==> src/rtl/core/selectable_prng_with_range_macros.svh <==
// Assertion helpers used by spr_ctrl.
`ifndef SELECTABLE_PRNG_WITH_RANGE_MACROS_SVH
`define SELECTABLE_PRNG_WITH_RANGE_MACROS_SVH

// Same-cycle implication, disabled during reset.
`define SPR_ASSERT_IMP(lbl, clk, rst, ante, cons) \
   lbl: assert property (@(posedge clk) disable iff (rst) (ante) |-> (cons)) \
      else $error("%m: implication check failed");

// Next-cycle implication, disabled during reset.
`define SPR_ASSERT_NXT(lbl, clk, rst, ante, cons) \
   lbl: assert property (@(posedge clk) disable iff (rst) (ante) |=> (cons)) \
      else $error("%m: next-cycle check failed");

`endif

==> src/rtl/core/spr_pkg.sv <==
package spr_pkg;

   localparam int WORD_W = 64;
   localparam int LAG_W  = 32;
   localparam int MOD_CNT_W = $clog2(WORD_W);

   localparam logic [63:0] GOLDEN_WORD  = 64'h9E3779B97F4A7C15;
   localparam logic [63:0] MIX_MUL_A    = 64'hBF58476D1CE4E5B9;
   localparam logic [63:0] MIX_MUL_B    = 64'h94D049BB133111EB;
   localparam logic [63:0] DUO_X_MASK   = 64'hA5A5A5A5A5A5A5A5;
   localparam logic [63:0] DUO_SEED_MUL = 64'h5851F42D4C957F2D;
   localparam logic [63:0] DUO_MUL      = 64'hD3833E804F4C574B;
   localparam logic [14:0] CMWC_MUL     = 15'd18782;
   localparam logic [31:0] CMWC_BASE    = 32'hFFFFFFFE;
   localparam logic [31:0] CARRY_RESET  = 32'd362436;

   typedef enum logic [1:0] {
      ALG_XORO  = 2'd0,
      ALG_CMWC  = 2'd1,
      ALG_SPLIT = 2'd2,
      ALG_DUO   = 2'd3
   } alg_type;

   typedef enum logic [4:0] {
      OP_NONE,
      OP_CLEAR,
      OP_LOAD,
      OP_SEED_XORO,
      OP_SEED_SPLIT,
      OP_DSEED,
      OP_DSEED_Y,
      OP_SWEEP_INIT,
      OP_CSEED,
      OP_XORO,
      OP_CMWC_RD,
      OP_CMWC_MUL,
      OP_CMWC_WR,
      OP_SPLIT_ADD,
      OP_SPLIT_MIX,
      OP_SPLIT_OUT,
      OP_DUO_DRAW,
      OP_DUO_X,
      OP_MOD_GO,
      OP_EMIT
   } op_type;

   typedef enum logic [2:0] {
      RS_ZERO,
      RS_ERR,
      RS_LOW,
      RS_RAW,
      RS_MOD
   } rsel_type;

   typedef struct packed {
      op_type   op;
      rsel_type rsel;
   } cmd_type;

   typedef struct packed {
      logic is_seed;
      logic lo_gt_hi;
      logic lo_eq_hi;
      logic full_span;
      logic sweep_last;
      logic mul_done;
      logic mod_done;
   } status_type;

   typedef struct packed {
      logic        req_type;
      logic [63:0] seed_value;
      logic [63:0] range_low;
      logic [63:0] range_high;
   } req_word_type;

   typedef struct packed {
      logic [63:0] value;
      logic        range_error;
   } rsp_word_type;

endpackage

==> src/rtl/core/spr_ctrl.sv <==
`include "selectable_prng_with_range_macros.svh"

module spr_ctrl (
   input  logic                clock,
   input  logic                reset,
   input  logic                req_valid,
   output logic                req_ready,
   output logic                rsp_valid,
   input  logic                rsp_ready,
   input  logic                csr_wr_en,
   input  logic [1:0]          csr_wr_data,
   input  spr_pkg::status_type status,
   output spr_pkg::cmd_type    cmd
);

   typedef enum logic [3:0] {
      ST_CLEAR,
      ST_IDLE,
      ST_DECIDE,
      ST_CSEED,
      ST_DSEED_W,
      ST_CMWC_MUL,
      ST_CMWC_WR,
      ST_SPLIT_W1,
      ST_SPLIT_W2,
      ST_DUO_W,
      ST_RAW,
      ST_MOD_W,
      ST_EMIT
   } state_type;

   state_type          state_ff, state_in;
   spr_pkg::alg_type   alg_ff, alg_in;
   spr_pkg::rsel_type  rsel_ff, rsel_in;
   logic               rsp_valid_ff, rsp_valid_in;
   logic               out_free;

   assign out_free = !rsp_valid_ff || rsp_ready;

   always_comb begin
      state_in = state_ff;
      rsel_in  = rsel_ff;
      cmd.op   = spr_pkg::OP_NONE;
      cmd.rsel = rsel_ff;
      alg_in   = csr_wr_en ? spr_pkg::alg_type'(csr_wr_data) : alg_ff;
      rsp_valid_in = rsp_valid_ff && !rsp_ready;
      case (state_ff)
         ST_CLEAR: begin
            cmd.op = spr_pkg::OP_CLEAR;
            if (status.sweep_last) begin
               state_in = ST_IDLE;
            end
         end
         ST_IDLE: begin
            if (req_valid) begin
               cmd.op   = spr_pkg::OP_LOAD;
               state_in = ST_DECIDE;
            end
         end
         ST_DECIDE: begin
            rsel_in = spr_pkg::RS_ZERO;
            if (status.is_seed) begin
               case (alg_ff)
                  spr_pkg::ALG_CMWC: begin
                     cmd.op   = spr_pkg::OP_SWEEP_INIT;
                     state_in = ST_CSEED;
                  end
                  spr_pkg::ALG_SPLIT: begin
                     cmd.op   = spr_pkg::OP_SEED_SPLIT;
                     state_in = ST_EMIT;
                  end
                  spr_pkg::ALG_DUO: begin
                     cmd.op   = spr_pkg::OP_DSEED;
                     state_in = ST_DSEED_W;
                  end
                  default: begin
                     cmd.op   = spr_pkg::OP_SEED_XORO;
                     state_in = ST_EMIT;
                  end
               endcase
            end else if (status.lo_gt_hi) begin
               rsel_in  = spr_pkg::RS_ERR;
               state_in = ST_EMIT;
            end else if (status.lo_eq_hi) begin
               rsel_in  = spr_pkg::RS_LOW;
               state_in = ST_EMIT;
            end else begin
               case (alg_ff)
                  spr_pkg::ALG_CMWC: begin
                     cmd.op   = spr_pkg::OP_CMWC_RD;
                     state_in = ST_CMWC_MUL;
                  end
                  spr_pkg::ALG_SPLIT: begin
                     cmd.op   = spr_pkg::OP_SPLIT_ADD;
                     state_in = ST_SPLIT_W1;
                  end
                  spr_pkg::ALG_DUO: begin
                     cmd.op   = spr_pkg::OP_DUO_DRAW;
                     state_in = ST_DUO_W;
                  end
                  default: begin
                     cmd.op   = spr_pkg::OP_XORO;
                     state_in = ST_RAW;
                  end
               endcase
            end
         end
         ST_CSEED: begin
            cmd.op = spr_pkg::OP_CSEED;
            if (status.sweep_last) begin
               state_in = ST_EMIT;
            end
         end
         ST_DSEED_W: begin
            if (status.mul_done) begin
               cmd.op   = spr_pkg::OP_DSEED_Y;
               state_in = ST_EMIT;
            end
         end
         ST_CMWC_MUL: begin
            cmd.op   = spr_pkg::OP_CMWC_MUL;
            state_in = ST_CMWC_WR;
         end
         ST_CMWC_WR: begin
            cmd.op   = spr_pkg::OP_CMWC_WR;
            state_in = ST_RAW;
         end
         ST_SPLIT_W1: begin
            if (status.mul_done) begin
               cmd.op   = spr_pkg::OP_SPLIT_MIX;
               state_in = ST_SPLIT_W2;
            end
         end
         ST_SPLIT_W2: begin
            if (status.mul_done) begin
               cmd.op   = spr_pkg::OP_SPLIT_OUT;
               state_in = ST_RAW;
            end
         end
         ST_DUO_W: begin
            if (status.mul_done) begin
               cmd.op   = spr_pkg::OP_DUO_X;
               state_in = ST_RAW;
            end
         end
         ST_RAW: begin
            if (status.full_span) begin
               rsel_in  = spr_pkg::RS_RAW;
               state_in = ST_EMIT;
            end else begin
               cmd.op   = spr_pkg::OP_MOD_GO;
               state_in = ST_MOD_W;
            end
         end
         ST_MOD_W: begin
            if (status.mod_done) begin
               rsel_in  = spr_pkg::RS_MOD;
               state_in = ST_EMIT;
            end
         end
         ST_EMIT: begin
            if (out_free) begin
               cmd.op       = spr_pkg::OP_EMIT;
               rsp_valid_in = 1'b1;
               state_in     = ST_IDLE;
            end
         end
         default: begin
            state_in = ST_IDLE;
         end
      endcase
   end

   always_ff @(posedge clock) begin
      if (reset) begin
         state_ff     <= ST_CLEAR;
         alg_ff       <= spr_pkg::ALG_XORO;
         rsel_ff      <= spr_pkg::RS_ZERO;
         rsp_valid_ff <= 1'b0;
      end else begin
         state_ff     <= state_in;
         alg_ff       <= alg_in;
         rsel_ff      <= rsel_in;
         rsp_valid_ff <= rsp_valid_in;
      end
   end

   assign req_ready = state_ff == ST_IDLE;
   assign rsp_valid = rsp_valid_ff;

   `SPR_ASSERT_NXT(a_load_decides, clock, reset, req_valid && req_ready, state_ff == ST_DECIDE)
   `SPR_ASSERT_IMP(a_emit_no_overwrite, clock, reset, cmd.op == spr_pkg::OP_EMIT, out_free)
   `SPR_ASSERT_IMP(a_mul_done_waited, clock, reset, status.mul_done,
      state_ff == ST_DSEED_W || state_ff == ST_SPLIT_W1 || state_ff == ST_SPLIT_W2 ||
      state_ff == ST_DUO_W)
   `SPR_ASSERT_IMP(a_mod_done_waited, clock, reset, status.mod_done, state_ff == ST_MOD_W)

endmodule

==> config.mk <==
export PLATFORM = sky130hd
export DESIGN_NAME = spr_ctrl
export DESIGN_NICKNAME = d
export VERILOG_FILES = /design/src/rtl/core/spr_pkg.sv /design/src/rtl/core/spr_ctrl.sv
export VERILOG_INCLUDE_DIRS = /design/src /design/src/rtl/core
export SDC_FILE = /design/constraint.sdc
export NUM_CORES = 1
export LEC_CHECK = 0
export ABC_AREA = 1
export BUFFER_PORTS_ARGS = -buffer_cell sky130_fd_sc_hd__buf_4
export CORE_MARGIN = 2
export CORE_UTILIZATION = 30
export DETAILED_ROUTE_END_ITERATION = 10
export SYNTH_ARGS = -nofsm -noshare
export SYNTH_HDL_FRONTEND = slang
export SYNTH_SLANG_ARGS = --single-unit
==> constraint.sdc <==
create_clock -name clock -period 3.6 [get_ports clock]
set_input_delay 0.18 -clock clock [delete_from_list [all_inputs] [get_ports clock]]
set_output_delay 0.18 -clock clock [all_outputs]
set_load 0.005 [all_outputs]
# == Word-level counts from Yosys, hierarchy flattened ==
# Index checks and enable logic that the tools add are counted.
# totals
register_bits,10
inputBits,14
# classes
n_eq_ne,24
mux,36
reduce_logical,9
# op_table
operator,n
one-hot mux 5 bit (12 select lines),1
2-to-1 mux 4 bit,13
one-hot mux 4 bit (12 select lines),1
2-to-1 mux 5 bit,6
"equality test 4 bit, second input constant",5
one-hot mux 3 bit (3 select lines),2
"equality test 4 x 3 -> 1 bit, second input constant",4
"!= test 2 bit, second input constant",8
one-hot mux 5 bit (3 select lines),1
2-to-1 mux 3 bit,4
one-hot mux 4 bit (3 select lines),1
"equality test 4 x 2 -> 1 bit, second input constant",2
2-to-1 mux 2 bit,4
one-hot mux 4 bit (2 select lines),1
AND reduction 8 bit,1
"equality test 2 bit, second input constant",2
"equality test 4 x 1 -> 1 bit, second input constant",1
zero test 4 bit,1
AND reduction 3 bit,1
nonzero test 3 bit,1
"equality test 2 x 1 -> 1 bit, second input constant",1
zero test 1 bit,2
2-to-1 mux 1 bit,2
"!= test 2 x 1 -> 1 bit, second input constant",1
3 further kinds,3

# == Depth between registers and ports, before layout ==
# logic_depth
depth_word,6
ltp_mapped,10
depth_no_buf,10

# == Worst setup path after synthesis ==
# Ideal clock, no wire load.
# synth_timing
path_kind,register to output
startpoint,register state_ff[1]
endpoint,output port cmd[4] in the netlist's numbering
arrival_ns,1.127
required_time_ns,3.420
setup_slack_ns,2.293
path_stages_with_launch,5
path_buffers,0
cell_sequence,dfxtp_1 -> nand2_1 -> nor2_1 -> o31ai_1 -> o2111ai_1
# synth_lines
item,line,text
"start, declared",spr_ctrl.sv:32,"state_type state_ff, state_in;"
"start signal, assigned",spr_ctrl.sv:181,state_ff <= state_in;
"end, declared",spr_ctrl.sv:13,output spr_pkg::cmd_type cmd

==> results.md <==
- Post-synth ARST share: 0%
- Total grt overflow: 0
- Critical Path Source Type: flip-flop
- Worst VDD drop: 0.203 mV
- Most frequent cells in the layout: 39 x nand2_1, 23 x nor2_1, 23 x buf_4
- Final Max Slew Viols: 0
- Root Driver: clkbuf_4
- CTS Buf Count: 3
- Power share of the clock group: 12.7%
- Post-synth cell types: 23
- PwrDens: 635 nW/um2
- Routed length per placed instance: 11.3 um
- Number of synthesized flops with an enable pin: 0
- HP Class: in -> reg
- Largest cells by area after synthesis: dfxtp_1 20%, nand2_1 14%, nand3_1 9.8%, ha_1 8.6%, nor2_1 8.5%
- Commonest non-fill, non-tap cell in the layout: nand2_1
- Syn_area_per_cell: 6.04 um2
- Post-synthesis sequential area ratio: 19.6%
- Die X: 62.3 um
- Post-detail-place hpwl: 2.26 mm
- ANT nets after route: 0
- Post-Route Skew: 0.00729 ns
- Sw power: 0.405 mW
- Cell row count: 21
- Final Wtd Congestion: 0.975
- Crit share post-route: 54.7%
- Max-slew headroom: 67.9%
- Core Area: 3310 um2
- Area of the mapped netlist: 1020 um2
- CP max FO: 7
- Dominant cell type by area after synthesis: dfxtp_1
- Flop2flop setup slack: 2.07 ns
- # IOs: 24
- Setup TNS: 0 ns
- Minimum clock period: 1.97 ns
- Outcome: finished, final reports clean
- Post-CTS Setup Bufs: 0
- Cts hold-fix bufs: 0
- Final core occ: 38.7%
- Gates resized, CTS repair: 0
- Layout cells sized above 1: 24.1%
- Mapped Cells: 169
- Dominant synthesized flop cell: dfxtp_1
- First-pass GRT wire length: 4.62 mm
- FMAX: 508 MHz
- Largest net degree at the start of global routing: 10
- Area share of the largest cell type after synthesis: 19.6%
- RSZ-0062 raised after global routing: false
- Comb pwr share: 65.0%
- Fill cell count: 380
- Lkg Pwr: 0.627 nW
- Worst slew pin tran: 0.476 ns
- WP data arrival: 1.79 ns
- DRC viols: 0
- Sw Ratio: 49.8%
- Vias per cell: 4.80
- CTS tree: built
- Synthesized net count: 190
- Iter 0 DRT Violations: 77
- Reg power frac: 22.3%
- Data required, critical path: 3.42 ns
- Nets: 217
- Final instance count without filler cells: 241
- GRT Util Overall: 14.7%
- Pre-antenna DRT Iters: 4
- Reg clk slew, reported paths: 0.07 ns
- Final hold vios: 0
- CTS H-Tree Depth: 1
- Clk_lat worst skew: 0.27 ns
- Yosys warnings: 0
- Placed insts: 237
- Yosys reg bits: 10
- Class of the most critical setup path: reg -> out
- Vias: 1158
- Hold Worst Slack: 0.127 ns
- CTS Sinks: 10
- Initial antenna violation count: 0
- Initial Util: 30.8%
- Area Overhead vs Synth: 25.6%
- Int Power: 0.409 mW
- Final WL: 2.73 mm
- Vias in the first global route: 1030
- Setup crit end kind: primary output
- Die area: 3890 um2
- Power Total: 0.814 mW
- Die Y: 62.3 um
- Antenna cells: 0
- I/O Buffers: 23
- Clock Path Buffers: 2
- Setup violators final: 0
- Max Cap Viol: 0
==> logic make-up after synthesis <==
| family | synth area share (%) |
|---|---|
| fa+ha+maj | 8.58 |
| buf+inv | 8.21 |
| compound gates | 15.0 |
| simple gates | 48.7 |
| flops | 19.6 |
==> synth_stat cells, types with 2 or more instances <==
| cell | count |
|---|---|
| nand2_2 | 5 |
| inv_2 | 4 |
| nand3_1 | 20 |
| nand3_2 | 2 |
| o2111ai_1 | 2 |
| inv_1 | 16 |
| ha_1 | 7 |
| a21oi_1 | 14 |
| o31ai_1 | 2 |
| nor2_1 | 23 |
| o21ai_0 | 7 |
| dfxtp_1 | 10 |
| nor2_2 | 4 |
| nor2_4 | 4 |
| nand4_1 | 3 |
| nand2_1 | 39 |
==> state kept, by name (all words and copies together), names as in the netlist <==
signal,count
rsp_valid,1
state_ff,4
rsel_ff,3
alg_ff,2
==> power by group through the flow <==
stage	combinational [mW]	sequential, mW	clock, mW
finish	0.529	0.182	0.103
global route	0.593	0.187	0.117
CTS	0.529	0.182	0.108
detailed placement	0.527	0.185	0
global placement	0.535	0.183	0
floorplan	0.359	0.180	0
==> metal layers <==
metal  share of wire (%)  GRT usage (%)  vias to the layer above
met5                   0              0                        -
met2                  42           22.7                       49
met1                  47           19.7                      495
met3                 7.8           2.36                        8
li1                    -              -                      606
met4                 2.7           8.06                        0
==> through the flow <==
| step | worst slack [ns] | instance area (um2) |
|---|---|---|
| after floorplan | 2.29 | 1020 |
| after global placement | 1.92 | 1250 |
| after detailed placement | 1.91 | 1250 |
| after CTS | 1.61 | 1280 |
| after global routing | 1.45 | 1280 |
| final | 1.63 | 1280 |
==> path summary, 6_finish.rpt <==
check,startpoint,to,cells past startpoint
worst max-delay path,state_ff[1]$_SDFFE_PP0P_,cmd[4],8
worst min-delay path,reset,rsel_ff[1]$_SDFFE_PP0P_,2
worst max register to register,alg_ff[1]$_SDFFE_PP0P_,state_ff[3]$_SDFFE_PP0P_,7
worst min register to register,rsel_ff[0]$_SDFFE_PP0P_,rsel_ff[0]$_SDFFE_PP0P_,2
==> cell type report <==
class / count / area (um2) / share of cell area [%]
repair buffers: 23 / 173 / 13.5
flip-flops and latches: 10 / 200 / 15.6
multi-input cells: 137 / 737 / 57.5
inverters: 21 / 78.8 / 6.15
well taps: 46 / 57.6 / 4.49
clock buffers: 4 / 36.3 / 2.83
==> critical path: stages (launching register included) <==
cell and delay (ns):
dfxtp_1 0.48, inv_2 0.11, nand2_1 0.13, nor2_1 0.08, o21ai_0 0.20, nand2_1 0.09, a21oi_1 0.16, o2111ai_1 0.12
buf_4 0.16
Note: power is estimated with default switching activity, not from simulation.
